==> config.mk <==
export PLATFORM = sky130hd
export DESIGN_NAME = modbus_rtu_response_parser_flat
export DESIGN_NICKNAME = d
export VERILOG_FILES = /design/src/rtl/mrp_pkg.sv /design/src/rtl/mrp_in_if.sv /design/src/rtl/mrp_out_if.sv /design/src/rtl/mrp_apb_regs.sv /design/src/rtl/mrp_in_stage.sv /design/src/rtl/mrp_parse_core.sv /design/src/rtl/mrp_out_stage.sv /design/src/rtl/modbus_rtu_response_parser.sv /design/src/flat_wrapper.sv
export VERILOG_INCLUDE_DIRS = /design/src /design/src/rtl
export SDC_FILE = /design/constraint.sdc
export NUM_CORES = 1
export LEC_CHECK = 0
export ABC_CLOCK_PERIOD_IN_PS = 7850
export BUFFER_PORTS_ARGS = -buffer_cell sky130_fd_sc_hd__buf_4
export CORE_ASPECT_RATIO = 0.5
export CORE_MARGIN = 3
export CORE_UTILIZATION = 59
export CTS_BUF_LIST = sky130_fd_sc_hd__clkbuf_8 sky130_fd_sc_hd__clkbuf_16
export CTS_CLUSTER_DIAMETER = 80
export DETAILED_ROUTE_END_ITERATION = 8
export GPL_ROUTABILITY_DRIVEN = 0
export MAX_ROUTING_LAYER = met4
export PLACE_DENSITY = 0.85
export SYNTH_ARGS = -nofsm -noshare
export SYNTH_HDL_FRONTEND = slang
export SYNTH_HIERARCHICAL = 1
export SYNTH_SLANG_ARGS = --single-unit
==> constraint.sdc <==
create_clock -name clk -period 7.85 [get_ports clk]
set_input_delay 0 -clock clk [delete_from_list [all_inputs] [get_ports clk]]
set_output_delay 0 -clock clk [all_outputs]
set_load 0.01 [all_outputs]
==> src/rtl/modbus_rtu_response_parser_assert.svh <==
// ----------------------------------------------------------------------------
// modbus rtu response parser assertion macros
// immediate-consequent and next-cycle checks on clk with rst_n disable
// ----------------------------------------------------------------------------
`ifndef MODBUS_RTU_RESPONSE_PARSER_ASSERT_SVH
`define MODBUS_RTU_RESPONSE_PARSER_ASSERT_SVH

// consequent holds in the same cycle
`define MRP_ASSERT_SAME(lbl, ante, cons, msg) \
  lbl: assert property (@(posedge clk) disable iff (!rst_n) (ante) |-> (cons)) \
    else $error(msg);

// consequent holds in the next cycle
`define MRP_ASSERT_NEXT(lbl, ante, cons, msg) \
  lbl: assert property (@(posedge clk) disable iff (!rst_n) (ante) |=> (cons)) \
    else $error(msg);

`endif

==> src/rtl/mrp_pkg.sv <==
// ----------------------------------------------------------------------------
// mrp_pkg
// shared types, constants and functions of the modbus rtu response parser
// ----------------------------------------------------------------------------
package mrp_pkg;

  localparam int CFG_ADDR_W = 4;
  localparam int CFG_DATA_W = 64;

  localparam logic REG_SLAVE_ID = 1'b0;
  localparam logic REG_EXP_ECHO = 1'b1;

  localparam logic [7:0]  FN_READ_FIRST = 8'd1;
  localparam logic [7:0]  FN_READ_LAST  = 8'd4;
  localparam logic [7:0]  FN_COIL_WRITE = 8'd5;
  localparam logic [7:0]  FN_REG_WRITE  = 8'd6;
  localparam logic [7:0]  ECHO_LEN      = 8'd8;
  localparam logic [7:0]  COUNT_MAX     = 8'hFF;
  localparam logic [15:0] CRC_INIT      = 16'hFFFF;
  localparam logic [15:0] CRC_POLY      = 16'hA001;

  typedef enum logic [2:0] {
    PH_ADDR  = 3'd0,
    PH_FUNC  = 3'd1,
    PH_COUNT = 3'd2,
    PH_DATA  = 3'd3,
    PH_RCRC1 = 3'd4,
    PH_RCRC2 = 3'd5,
    PH_ECHO  = 3'd6,
    PH_WAIT  = 3'd7
  } phase_t;

  typedef enum logic [1:0] {
    KIND_READ_DATA = 2'd0,
    KIND_READ_END  = 2'd1,
    KIND_WRITE_END = 2'd2
  } kind_t;

  typedef struct packed {
    logic       event_req;
    logic [7:0] rx_byte;
  } in_word_t;

  typedef struct packed {
    logic     valid;
    in_word_t word;
  } in_slot_t;

  typedef struct packed {
    kind_t      result_kind;
    logic [7:0] reply_slave;
    logic [7:0] function_code;
    logic [7:0] byte_index;
    logic [7:0] data_byte;
    logic       crc_ok;
    logic       write_ok;
  } result_t;

  typedef struct packed {
    logic    valid;
    result_t result;
  } res_slot_t;

  function automatic logic [15:0] crc_byte(input logic [15:0] crc, input logic [7:0] b);
    logic [15:0] c;
    c = crc ^ {8'h00, b};
    for (int k = 0; k < 8; k++) begin
      c = c[0] ? ((c >> 1) ^ CRC_POLY) : (c >> 1);
    end
    return c;
  endfunction

  function automatic logic [7:0] echo_byte(input logic [63:0] echo, input logic [2:0] idx);
    logic [7:0][7:0] lanes;
    lanes = echo;
    return lanes[3'd7 - idx];
  endfunction

endpackage

==> src/rtl/mrp_in_if.sv <==
// ----------------------------------------------------------------------------
// mrp_in_if
// input channel: received byte or frame-gap event with valid/ready
// ----------------------------------------------------------------------------
interface mrp_in_if;
  logic       valid;
  logic       ready;
  logic       event_req;
  logic [7:0] rx_byte;

  modport source (output valid, output event_req, output rx_byte, input ready);
  modport sink   (input valid, input event_req, input rx_byte, output ready);
endinterface

==> src/rtl/mrp_out_if.sv <==
// ----------------------------------------------------------------------------
// mrp_out_if
// result channel: parsed data byte or frame end with valid/ready
// ----------------------------------------------------------------------------
interface mrp_out_if;
  logic       valid;
  logic       ready;
  logic [1:0] result_kind;
  logic [7:0] reply_slave;
  logic [7:0] function_code;
  logic [7:0] byte_index;
  logic [7:0] data_byte;
  logic       crc_ok;
  logic       write_ok;

  modport source (output valid, output result_kind, output reply_slave,
                  output function_code, output byte_index, output data_byte,
                  output crc_ok, output write_ok, input ready);
  modport sink   (input valid, input result_kind, input reply_slave,
                  input function_code, input byte_index, input data_byte,
                  input crc_ok, input write_ok, output ready);
endinterface

==> src/rtl/mrp_apb_regs.sv <==
// ----------------------------------------------------------------------------
// mrp_apb_regs
// apb configuration registers: slave address and expected write echo
// ----------------------------------------------------------------------------
module mrp_apb_regs (
  input  logic                          clk,
  input  logic                          rst_n,
  input  logic                          psel,
  input  logic                          penable,
  input  logic                          pwrite,
  input  logic [mrp_pkg::CFG_ADDR_W-1:0] paddr,
  input  logic [mrp_pkg::CFG_DATA_W-1:0] pwdata,
  output logic [mrp_pkg::CFG_DATA_W-1:0] prdata,
  output logic                          pready,
  output logic [7:0]                    slave_id,
  output logic [63:0]                   expected_echo
);

  logic [7:0]  slave_id_r;
  logic [63:0] expected_echo_r;
  logic        wr_en;
  logic        reg_sel;

  assign pready  = 1'b1;
  assign wr_en   = psel && penable && pwrite && pready;
  assign reg_sel = paddr[3];

  always_ff @(posedge clk) begin
    if (!rst_n) begin
      slave_id_r      <= '0;
      expected_echo_r <= '0;
    end else if (wr_en) begin
      case (reg_sel)
        mrp_pkg::REG_SLAVE_ID: slave_id_r      <= pwdata[7:0];
        mrp_pkg::REG_EXP_ECHO: expected_echo_r <= pwdata[63:0];
        default: ;
      endcase
    end
  end

  always_comb begin
    case (reg_sel)
      mrp_pkg::REG_SLAVE_ID: prdata = {56'h0, slave_id_r};
      mrp_pkg::REG_EXP_ECHO: prdata = expected_echo_r;
      default:               prdata = '0;
    endcase
  end

  assign slave_id      = slave_id_r;
  assign expected_echo = expected_echo_r;

endmodule

==> src/rtl/mrp_in_stage.sv <==
// ----------------------------------------------------------------------------
// mrp_in_stage
// input register: captures one word per cycle while the parse stage advances
// ----------------------------------------------------------------------------
module mrp_in_stage (
  input  logic              clk,
  input  logic              rst_n,
  mrp_in_if.sink            in_ch,
  input  logic              adv,
  output mrp_pkg::in_slot_t slot
);

  logic              valid_r;
  mrp_pkg::in_word_t word_r;

  assign in_ch.ready = !valid_r || adv;

  always_ff @(posedge clk) begin
    if (!rst_n) begin
      valid_r <= 1'b0;
    end else if (in_ch.ready) begin
      valid_r <= in_ch.valid;
    end
  end

  always_ff @(posedge clk) begin
    if (in_ch.valid && in_ch.ready) begin
      word_r.event_req <= in_ch.event_req;
      word_r.rx_byte   <= in_ch.rx_byte;
    end
  end

  assign slot.valid = valid_r;
  assign slot.word  = word_r;

endmodule

==> src/rtl/mrp_parse_core.sv <==
// ----------------------------------------------------------------------------
// mrp_parse_core
// frame parse state machine with running crc-16 and echo compare
// ----------------------------------------------------------------------------
module mrp_parse_core (
  input  logic               clk,
  input  logic               rst_n,
  input  mrp_pkg::in_slot_t  slot,
  input  logic               adv,
  input  logic [7:0]         slave_id,
  input  logic [63:0]        expected_echo,
  output mrp_pkg::res_slot_t res
);

  mrp_pkg::phase_t phase_r, phase_nxt;
  logic [7:0]      frame_count_r, frame_count_nxt;
  logic [7:0]      data_index_r, data_index_nxt;
  logic [7:0]      byte_total_r, byte_total_nxt;
  logic [15:0]     crc_r, crc_nxt;
  logic            mismatch_r, mismatch_nxt;
  logic [7:0]      held_function_r, held_function_nxt;

  logic        fire;
  logic [7:0]  b;
  logic [7:0]  fc_base, fc_take;
  logic [15:0] crc_base, crc_take;
  logic        mm_base, mm_take;

  assign fire = slot.valid && adv;
  assign b    = slot.word.rx_byte;

  always_ff @(posedge clk) begin
    if (!rst_n) begin
      phase_r         <= mrp_pkg::PH_ADDR;
      frame_count_r   <= '0;
      data_index_r    <= 8'd1;
      byte_total_r    <= '0;
      crc_r           <= mrp_pkg::CRC_INIT;
      mismatch_r      <= 1'b0;
      held_function_r <= '0;
    end else begin
      phase_r         <= phase_nxt;
      frame_count_r   <= frame_count_nxt;
      data_index_r    <= data_index_nxt;
      byte_total_r    <= byte_total_nxt;
      crc_r           <= crc_nxt;
      mismatch_r      <= mismatch_nxt;
      held_function_r <= held_function_nxt;
    end
  end

  // byte intake: address byte restarts the frame counters
  always_comb begin
    fc_base  = frame_count_r;
    crc_base = crc_r;
    mm_base  = mismatch_r;
    if (phase_r == mrp_pkg::PH_ADDR) begin
      fc_base  = '0;
      crc_base = mrp_pkg::CRC_INIT;
      mm_base  = 1'b0;
    end
    fc_take  = (fc_base == mrp_pkg::COUNT_MAX) ? fc_base : fc_base + 8'd1;
    crc_take = mrp_pkg::crc_byte(crc_base, b);
    mm_take  = mm_base ||
               ((fc_base < mrp_pkg::ECHO_LEN) &&
                (b != mrp_pkg::echo_byte(expected_echo, fc_base[2:0])));
  end

  always_comb begin
    phase_nxt         = phase_r;
    frame_count_nxt   = frame_count_r;
    data_index_nxt    = data_index_r;
    byte_total_nxt    = byte_total_r;
    crc_nxt           = crc_r;
    mismatch_nxt      = mismatch_r;
    held_function_nxt = held_function_r;

    res.valid                = 1'b0;
    res.result.result_kind   = mrp_pkg::KIND_READ_DATA;
    res.result.reply_slave   = slave_id;
    res.result.function_code = held_function_r;
    res.result.byte_index    = '0;
    res.result.data_byte     = '0;
    res.result.crc_ok        = 1'b0;
    res.result.write_ok      = 1'b0;

    if (fire) begin
      if (slot.word.event_req) begin
        phase_nxt         = mrp_pkg::PH_ADDR;
        frame_count_nxt   = '0;
        data_index_nxt    = 8'd1;
        byte_total_nxt    = '0;
        crc_nxt           = mrp_pkg::CRC_INIT;
        mismatch_nxt      = 1'b0;
        held_function_nxt = '0;
      end else begin
        case (phase_r)
          mrp_pkg::PH_ADDR: begin
            if (b == slave_id) begin
              frame_count_nxt = fc_take;
              crc_nxt         = crc_take;
              mismatch_nxt    = mm_take;
              phase_nxt       = mrp_pkg::PH_FUNC;
            end else begin
              phase_nxt = mrp_pkg::PH_WAIT;
            end
          end
          mrp_pkg::PH_FUNC: begin
            frame_count_nxt   = fc_take;
            crc_nxt           = crc_take;
            mismatch_nxt      = mm_take;
            held_function_nxt = b;
            if (b >= mrp_pkg::FN_READ_FIRST && b <= mrp_pkg::FN_READ_LAST) begin
              phase_nxt = mrp_pkg::PH_COUNT;
            end else if (b == mrp_pkg::FN_COIL_WRITE || b == mrp_pkg::FN_REG_WRITE) begin
              phase_nxt = mrp_pkg::PH_ECHO;
            end else begin
              phase_nxt = mrp_pkg::PH_WAIT;
            end
          end
          mrp_pkg::PH_COUNT: begin
            frame_count_nxt = fc_take;
            crc_nxt         = crc_take;
            mismatch_nxt    = mm_take;
            byte_total_nxt  = b;
            data_index_nxt  = 8'd1;
            phase_nxt       = (b == 8'd0) ? mrp_pkg::PH_WAIT : mrp_pkg::PH_DATA;
          end
          mrp_pkg::PH_DATA: begin
            frame_count_nxt = fc_take;
            crc_nxt         = crc_take;
            mismatch_nxt    = mm_take;
            res.valid              = 1'b1;
            res.result.result_kind = mrp_pkg::KIND_READ_DATA;
            res.result.byte_index  = data_index_r;
            res.result.data_byte   = b;
            if (data_index_r == byte_total_r) begin
              phase_nxt = mrp_pkg::PH_RCRC1;
            end
            data_index_nxt = data_index_r + 8'd1;
          end
          mrp_pkg::PH_RCRC1: begin
            frame_count_nxt = fc_take;
            crc_nxt         = crc_take;
            mismatch_nxt    = mm_take;
            phase_nxt       = mrp_pkg::PH_RCRC2;
          end
          mrp_pkg::PH_RCRC2: begin
            frame_count_nxt = fc_take;
            crc_nxt         = crc_take;
            mismatch_nxt    = mm_take;
            phase_nxt       = mrp_pkg::PH_WAIT;
            res.valid              = 1'b1;
            res.result.result_kind = mrp_pkg::KIND_READ_END;
            res.result.crc_ok      = (crc_take == 16'h0000);
          end
          mrp_pkg::PH_ECHO: begin
            frame_count_nxt = fc_take;
            crc_nxt         = crc_take;
            mismatch_nxt    = mm_take;
            if (fc_take >= mrp_pkg::ECHO_LEN) begin
              phase_nxt              = mrp_pkg::PH_WAIT;
              res.valid              = 1'b1;
              res.result.result_kind = mrp_pkg::KIND_WRITE_END;
              res.result.crc_ok      = (crc_take == 16'h0000);
              res.result.write_ok    = (crc_take == 16'h0000) && !mm_take;
            end
          end
          default: begin
            phase_nxt = mrp_pkg::PH_WAIT;
          end
        endcase
      end
    end
  end

endmodule

==> src/rtl/mrp_out_stage.sv <==
// ----------------------------------------------------------------------------
// mrp_out_stage
// result register: holds one result word until the sink takes it
// ----------------------------------------------------------------------------
module mrp_out_stage (
  input  logic               clk,
  input  logic               rst_n,
  input  mrp_pkg::res_slot_t res,
  output logic               adv,
  mrp_out_if.source          out_ch
);

  logic             valid_r;
  mrp_pkg::result_t result_r;

  assign adv = !valid_r || out_ch.ready;

  always_ff @(posedge clk) begin
    if (!rst_n) begin
      valid_r <= 1'b0;
    end else if (adv) begin
      valid_r <= res.valid;
    end
  end

  always_ff @(posedge clk) begin
    if (adv && res.valid) begin
      result_r <= res.result;
    end
  end

  assign out_ch.valid         = valid_r;
  assign out_ch.result_kind   = result_r.result_kind;
  assign out_ch.reply_slave   = result_r.reply_slave;
  assign out_ch.function_code = result_r.function_code;
  assign out_ch.byte_index    = result_r.byte_index;
  assign out_ch.data_byte     = result_r.data_byte;
  assign out_ch.crc_ok        = result_r.crc_ok;
  assign out_ch.write_ok      = result_r.write_ok;

endmodule

==> src/rtl/modbus_rtu_response_parser.sv <==
// ----------------------------------------------------------------------------
// modbus_rtu_response_parser: master-side modbus rtu reply parser
// path: each input word is registered in the input stage, parsed, then registered in the result stage
// throughput: one word per cycle while the result register is not stalled, as crc and parse are combinational
// reset: synchronous active-low rst_n clears parse state and both registers
// ----------------------------------------------------------------------------
`include "modbus_rtu_response_parser_assert.svh"

module modbus_rtu_response_parser (
  input  logic                           clk,
  input  logic                           rst_n,
  mrp_in_if.sink                         in_ch,
  mrp_out_if.source                      out_ch,
  input  logic                           psel,
  input  logic                           penable,
  input  logic                           pwrite,
  input  logic [mrp_pkg::CFG_ADDR_W-1:0] paddr,
  input  logic [mrp_pkg::CFG_DATA_W-1:0] pwdata,
  output logic [mrp_pkg::CFG_DATA_W-1:0] prdata,
  output logic                           pready
);

  logic               adv;
  logic [7:0]         slave_id;
  logic [63:0]        expected_echo;
  mrp_pkg::in_slot_t  slot;
  mrp_pkg::res_slot_t res;

  mrp_apb_regs u_regs (
    .clk           (clk),
    .rst_n         (rst_n),
    .psel          (psel),
    .penable       (penable),
    .pwrite        (pwrite),
    .paddr         (paddr),
    .pwdata        (pwdata),
    .prdata        (prdata),
    .pready        (pready),
    .slave_id      (slave_id),
    .expected_echo (expected_echo)
  );

  mrp_in_stage u_in (
    .clk   (clk),
    .rst_n (rst_n),
    .in_ch (in_ch),
    .adv   (adv),
    .slot  (slot)
  );

  mrp_parse_core u_core (
    .clk           (clk),
    .rst_n         (rst_n),
    .slot          (slot),
    .adv           (adv),
    .slave_id      (slave_id),
    .expected_echo (expected_echo),
    .res           (res)
  );

  mrp_out_stage u_out (
    .clk    (clk),
    .rst_n  (rst_n),
    .res    (res),
    .adv    (adv),
    .out_ch (out_ch)
  );

  `MRP_ASSERT_SAME(a_stall_blocks_input, slot.valid && !adv, !in_ch.ready, "input taken while stage stalled")
  `MRP_ASSERT_NEXT(a_gap_no_result, slot.valid && adv && slot.word.event_req, !out_ch.valid, "gap word produced a result")
  `MRP_ASSERT_SAME(a_data_fields, out_ch.valid && out_ch.result_kind == mrp_pkg::KIND_READ_DATA, out_ch.byte_index != 8'd0 && !out_ch.crc_ok && !out_ch.write_ok, "bad read data result")
  `MRP_ASSERT_SAME(a_write_ok_scope, out_ch.valid && out_ch.write_ok, out_ch.result_kind == mrp_pkg::KIND_WRITE_END && out_ch.crc_ok, "write_ok outside good write end")

endmodule
==> src/flat_wrapper.sv <==
// flat-port wrapper written by rule: the top's interface ports become plain ports
module modbus_rtu_response_parser_flat 
  (clk, rst_n, psel, penable, pwrite, paddr, pwdata, prdata, pready, in_ch_valid, in_ch_event_req, in_ch_rx_byte, in_ch_ready, out_ch_valid, out_ch_result_kind, out_ch_reply_slave, out_ch_function_code, out_ch_byte_index, out_ch_data_byte, out_ch_crc_ok, out_ch_write_ok, out_ch_ready);
  mrp_in_if in_ch_i ();
  mrp_out_if out_ch_i ();
  input  logic clk;
  input  logic rst_n;
  input  logic psel;
  input  logic penable;
  input  logic pwrite;
  input  logic [mrp_pkg::CFG_ADDR_W-1:0] paddr;
  input  logic [mrp_pkg::CFG_DATA_W-1:0] pwdata;
  output logic [mrp_pkg::CFG_DATA_W-1:0] prdata;
  output logic pready;
  input wire logic [$bits(in_ch_i.valid)-1:0] in_ch_valid;
  input wire logic [$bits(in_ch_i.event_req)-1:0] in_ch_event_req;
  input wire logic [$bits(in_ch_i.rx_byte)-1:0] in_ch_rx_byte;
  output wire logic [$bits(in_ch_i.ready)-1:0] in_ch_ready;
  output wire logic [$bits(out_ch_i.valid)-1:0] out_ch_valid;
  output wire logic [$bits(out_ch_i.result_kind)-1:0] out_ch_result_kind;
  output wire logic [$bits(out_ch_i.reply_slave)-1:0] out_ch_reply_slave;
  output wire logic [$bits(out_ch_i.function_code)-1:0] out_ch_function_code;
  output wire logic [$bits(out_ch_i.byte_index)-1:0] out_ch_byte_index;
  output wire logic [$bits(out_ch_i.data_byte)-1:0] out_ch_data_byte;
  output wire logic [$bits(out_ch_i.crc_ok)-1:0] out_ch_crc_ok;
  output wire logic [$bits(out_ch_i.write_ok)-1:0] out_ch_write_ok;
  input wire logic [$bits(out_ch_i.ready)-1:0] out_ch_ready;
  assign in_ch_i.valid = in_ch_valid;
  assign in_ch_i.event_req = in_ch_event_req;
  assign in_ch_i.rx_byte = in_ch_rx_byte;
  assign in_ch_ready = in_ch_i.ready;
  assign out_ch_valid = out_ch_i.valid;
  assign out_ch_result_kind = out_ch_i.result_kind;
  assign out_ch_reply_slave = out_ch_i.reply_slave;
  assign out_ch_function_code = out_ch_i.function_code;
  assign out_ch_byte_index = out_ch_i.byte_index;
  assign out_ch_data_byte = out_ch_i.data_byte;
  assign out_ch_crc_ok = out_ch_i.crc_ok;
  assign out_ch_write_ok = out_ch_i.write_ok;
  assign out_ch_i.ready = out_ch_ready;
  modbus_rtu_response_parser u_core (.clk(clk), .rst_n(rst_n), .in_ch(in_ch_i), .out_ch(out_ch_i), .psel(psel), .penable(penable), .pwrite(pwrite), .paddr(paddr), .pwdata(pwdata), .prdata(prdata), .pready(pready));
endmodule
==> summary.md <==
| Metric | Value |
|---|---|
| VDD IR max | 0.147 mV |
| Final Cycle Share | 50.1% |
| Achievable Freq | 0.254 GHz |
| Design area | 11300 µm² |
| Initial antenna violation count | 0 |
| Die Area | 16500 µm² |
| Post-synthesis sequential area ratio | 43.9% |
| Slew Limit Fails | 0 |
| Total grt overflow | 0 |
| Ys async rst share | 0% |
| Crit path time final | 3.93 ns |
| Global Route Usage Sum | 31.1% |
| First-pass GRT wire length | 39800 µm |
| Most frequently used flop master after synthesis | dfxtp_1 |
| DIE HEIGHT | 92.5 µm |
| Synth-to-layout area growth | 28.1% |
| Clock Root Buffer | clkbuf_16 |
| Crit path capture type | flip-flop |
| Util after Layout | 80.3% |
| Final hold violations | 0 |
| Yosys reg bits | 171 |
| Clk pin slew, worst setup/hold paths | 0.07 ns |
| Area occupied by multi-input gates | 4430 µm² |
| RR Endpoint | u_core/u_out/out_ch.function_code[0] |
| Maxcap violations | 0 |
| Via count | 7995 |
| Post-CTS Setup Bufs | 0 |
| CTS max path bufs | 2 |
| DR vias/cell | 5.95 |
| Most frequent cells in the layout | 185 x buf_4, 177 x nand2_1, 126 x dfxtp_1 |
| Crit Path Class | flip-flop to flip-flop |
| Clk_skew | 0.0130 ns |
| Hold Buf Count CTS | 75 |
| Syn_nets | 1027 |
| DR top layer | met4 |
| Worst setup path endpoint | u_core/u_out/out_ch.function_code[0] |
| Routed length on met3 | 2180 µm |
| Slew @ Worst Pin | 1.17 ns |
| Worst Path Required | 7.91 ns |
| Avg Inst Size Synth | 9.39 µm² |
| Reg2Reg Depth | 10 |
| PostCTS Resize Cnt | 0 |
| Max H-tree Level | 4 |
| Final setup fails | 0 |
| Distinct cell type count of the synthesized netlist | 57 |
| DRC | 0 |
| Placed cell area | 9950 µm² |
| Crit path launch | u_core/u_core/frame_count_r[0] |
| Dpl cells | 1236 |
| Most common cell after layout, fill and taps aside | buf_4 |
| Ratio of cells with drive above 1 in the final layout | 21.3% |
| Mapped cell area | 8820 µm² |
| Clock latency on the worst-skew pair | 0.42 ns |
| Initial Util | 62.7% |
| DP HPWL | 15500 µm |
| Final cell count without fillers | 1344 |
| Reg2Reg Setup Slack | 3.92 ns |
| Final WS setup | 3.92 ns |
| RSZ-0062 raised after global routing | false |
| WL final | 25300 µm |
| Filler instances | 831 |
| I/O Buffers | 182 |
| Cts bufs inserted | 17 |
| Power Dens Cells | 182 nW/µm² |
| EDFF count, synth | 45 |
| Leak | 4.56 nW |
| CTS tree | built |
| YS warnings | 6 |
| TritonRoute pass-1 iters | 6 |
| Synth Instances | 940 |
| Vias in the first global route | 7704 |
| Wire length on met2 | 12300 µm |
| DIE WIDTH | 179 µm |
| Setup WS pre-CTS | 3.99 ns |
| Met1 WL | 10200 µm |
| Crit-path max FO | 36 |
| Clk sinks | 171 |
| Largest net degree at the start of global routing | 100 |
| Cell row count | 30 |
| Routed Antenna Nets | 0 |
| Core area | 14100 µm² |
| Outcome | finished, final reports clean |
| Setup TNS | 0 ns |
| Relative max-transition margin | 22.3% |
| Seq. cell area | 3870 µm² |
| Startpoint class of the critical path | flip-flop |
| CP arrival | 3.99 ns |
| Reg2reg start | u_core/u_core/frame_count_r[0] |
| DR iter-0 viols | 838 |
| Top Ports | 187 |
| Nets | 1225 |
| HP Class | input port to flip-flop |
| WL per Instance | 18.8 µm |
## state kept, by name, summed over array words and instances (netlist names)
register,count
u_core/u_core/mismatch_r,1
u_core/u_out/out_ch.reply_slave,8
u_core/u_core/held_function_r,8
u_core/u_core/frame_count_r,8
u_core/u_core/byte_total_r,8
u_core/u_core/phase_r,3
u_core/u_out/out_ch.crc_ok,1
u_core/u_core/data_index_r,8
u_core/u_regs/expected_echo,64
u_core/u_out/out_ch.function_code,8
u_core/u_core/crc_r,16
u_core/u_regs/slave_id,8
u_core/u_out/out_ch.byte_index,8
u_core/u_out/out_ch.result_kind,2
u_core/u_out/out_ch.write_ok,1
u_core/u_in/valid_r,1
u_core/u_out/out_ch.valid,1
u_core/u_in/slot,9
u_core/u_out/out_ch.data_byte,8
## how the worst min path moves through the flow
stage	from	end	slack (ns)	cells after the start
detailed placement	in_ch_rx_byte[7]	u_core/u_in/slot[7]	0.18	1
CTS	rst_n	u_core/u_core/crc_r[0]	0.12	2
global route	rst_n	u_core/u_core/crc_r[0]	0.16	2
floorplan	in_ch_rx_byte[0]	u_core/u_in/slot[0]	0.1	0
finish	rst_n	u_core/u_core/crc_r[0]	0.13	2
global placement	in_ch_rx_byte[6]	u_core/u_in/slot[6]	0.18	1
## where the power goes
group	switching [W]	internal [W]	leakage (nW)	total, W
registers	0.0000354	0.000918	1.51	0.000953
logic	0.000127	0.000129	2.76	0.000257
clock network	0.000393	0.000456	0.292	0.000848
## cells by family (layout without fill, tap and decap cells)
group                    count (synthesis)  count (layout)  synth area share, %
adder cells (fa/ha/maj)                  3               3                0.426
other                                    1               2               0.0425
AO/OA/AOI/OAI                          127             127                 10.4
XOR/XNOR                                48              48                 5.18
AND/OR/NAND/NOR                        408             408                 22.9
multiplexers                            97              97                 11.2
flip-flops                             171             171                 43.9
buffers and inverters                   85             296                 5.84
## layout make-up
| type | count | share of cell area (%) |
|---|---|---|
| clock inverters | 15 | 1.53 |
| diodes | 1 | 0.0221 |
| flip-flops and latches | 171 | 34.3 |
| well taps | 192 | 2.13 |
| inverters | 4 | 0.133 |
| multi-input cells | 684 | 39.2 |
| repair buffers | 260 | 18.9 |
| clock buffers | 17 | 3.76 |
## routing by layer
layer	vias to the layer above	track usage (%)
li1	3658	-
met1	3838	39.5
met2	437	50.8
met3	62	5.86
met4	0	9.78
met5	-	-
## per-stage QoR
stage               total power (W)  hold WS, ns
CTS                         0.00205        0.124
floorplan                   0.00112       0.0989
finish                      0.00206        0.134
detailed placement          0.00119        0.180
global placement            0.00118        0.179
global route                0.00212        0.158
## cells in the mapped netlist, types with 2 or more instances
cell       count  share of area [%]
a21boi_2       2               0.26
xnor2_2        3               0.55
nor3_1        25                1.4
nand3_1        3               0.17
nor4_1        10               0.71
o21ai_1        4               0.23
a22o_1        12                1.2
a21oi_1       10               0.57
inv_1          4               0.17
a21boi_0       3               0.26
dfxtp_1      126                 29
edfxtp_1      45                 15
mux2i_1       81                9.2
ha_1           3               0.43
o2bb2ai_1      5               0.50
buf_2         23                1.3
a31oi_1        5               0.35
nand3b_1       2               0.17
xnor2_1       26                2.6
nor2_1        42                1.8
buf_12         7                1.6
a22oi_1       19                1.6
o21ai_0       16               0.91
o32ai_1        5               0.50
o22ai_1       17                1.2
buf_4         14                1.2
nor3b_1        2               0.17
mux2_2        16                2.0
and3_1        13               0.92
nand2_1      177                7.5
a211oi_1       9               0.77
nor2b_1       24                1.7
clkbuf_1      36                1.5
nand4_1        9               0.64
or3_1          3               0.21
and2_4         2               0.20
o211a_1        3               0.34
o32a_1        10                1.1
a21boi_1       2               0.17
nand2b_4       2               0.31
nand2b_1       3               0.21
xor2_1        18                1.8
and2_1        85                6.0
## critical path, stage by stage (launching register included)
cell,delay (ns)
dfxtp_1,1.00
and2_1,0.25
ha_1,0.27
and3_1,0.25
a31oi_1,0.14
o32ai_1,0.29
a211oi_1,0.11
nor3b_1,0.38
o21ai_1,0.14
a21boi_1,0.23
and2_4,0.51
Note: power is estimated with default switching activity, not from simulation.
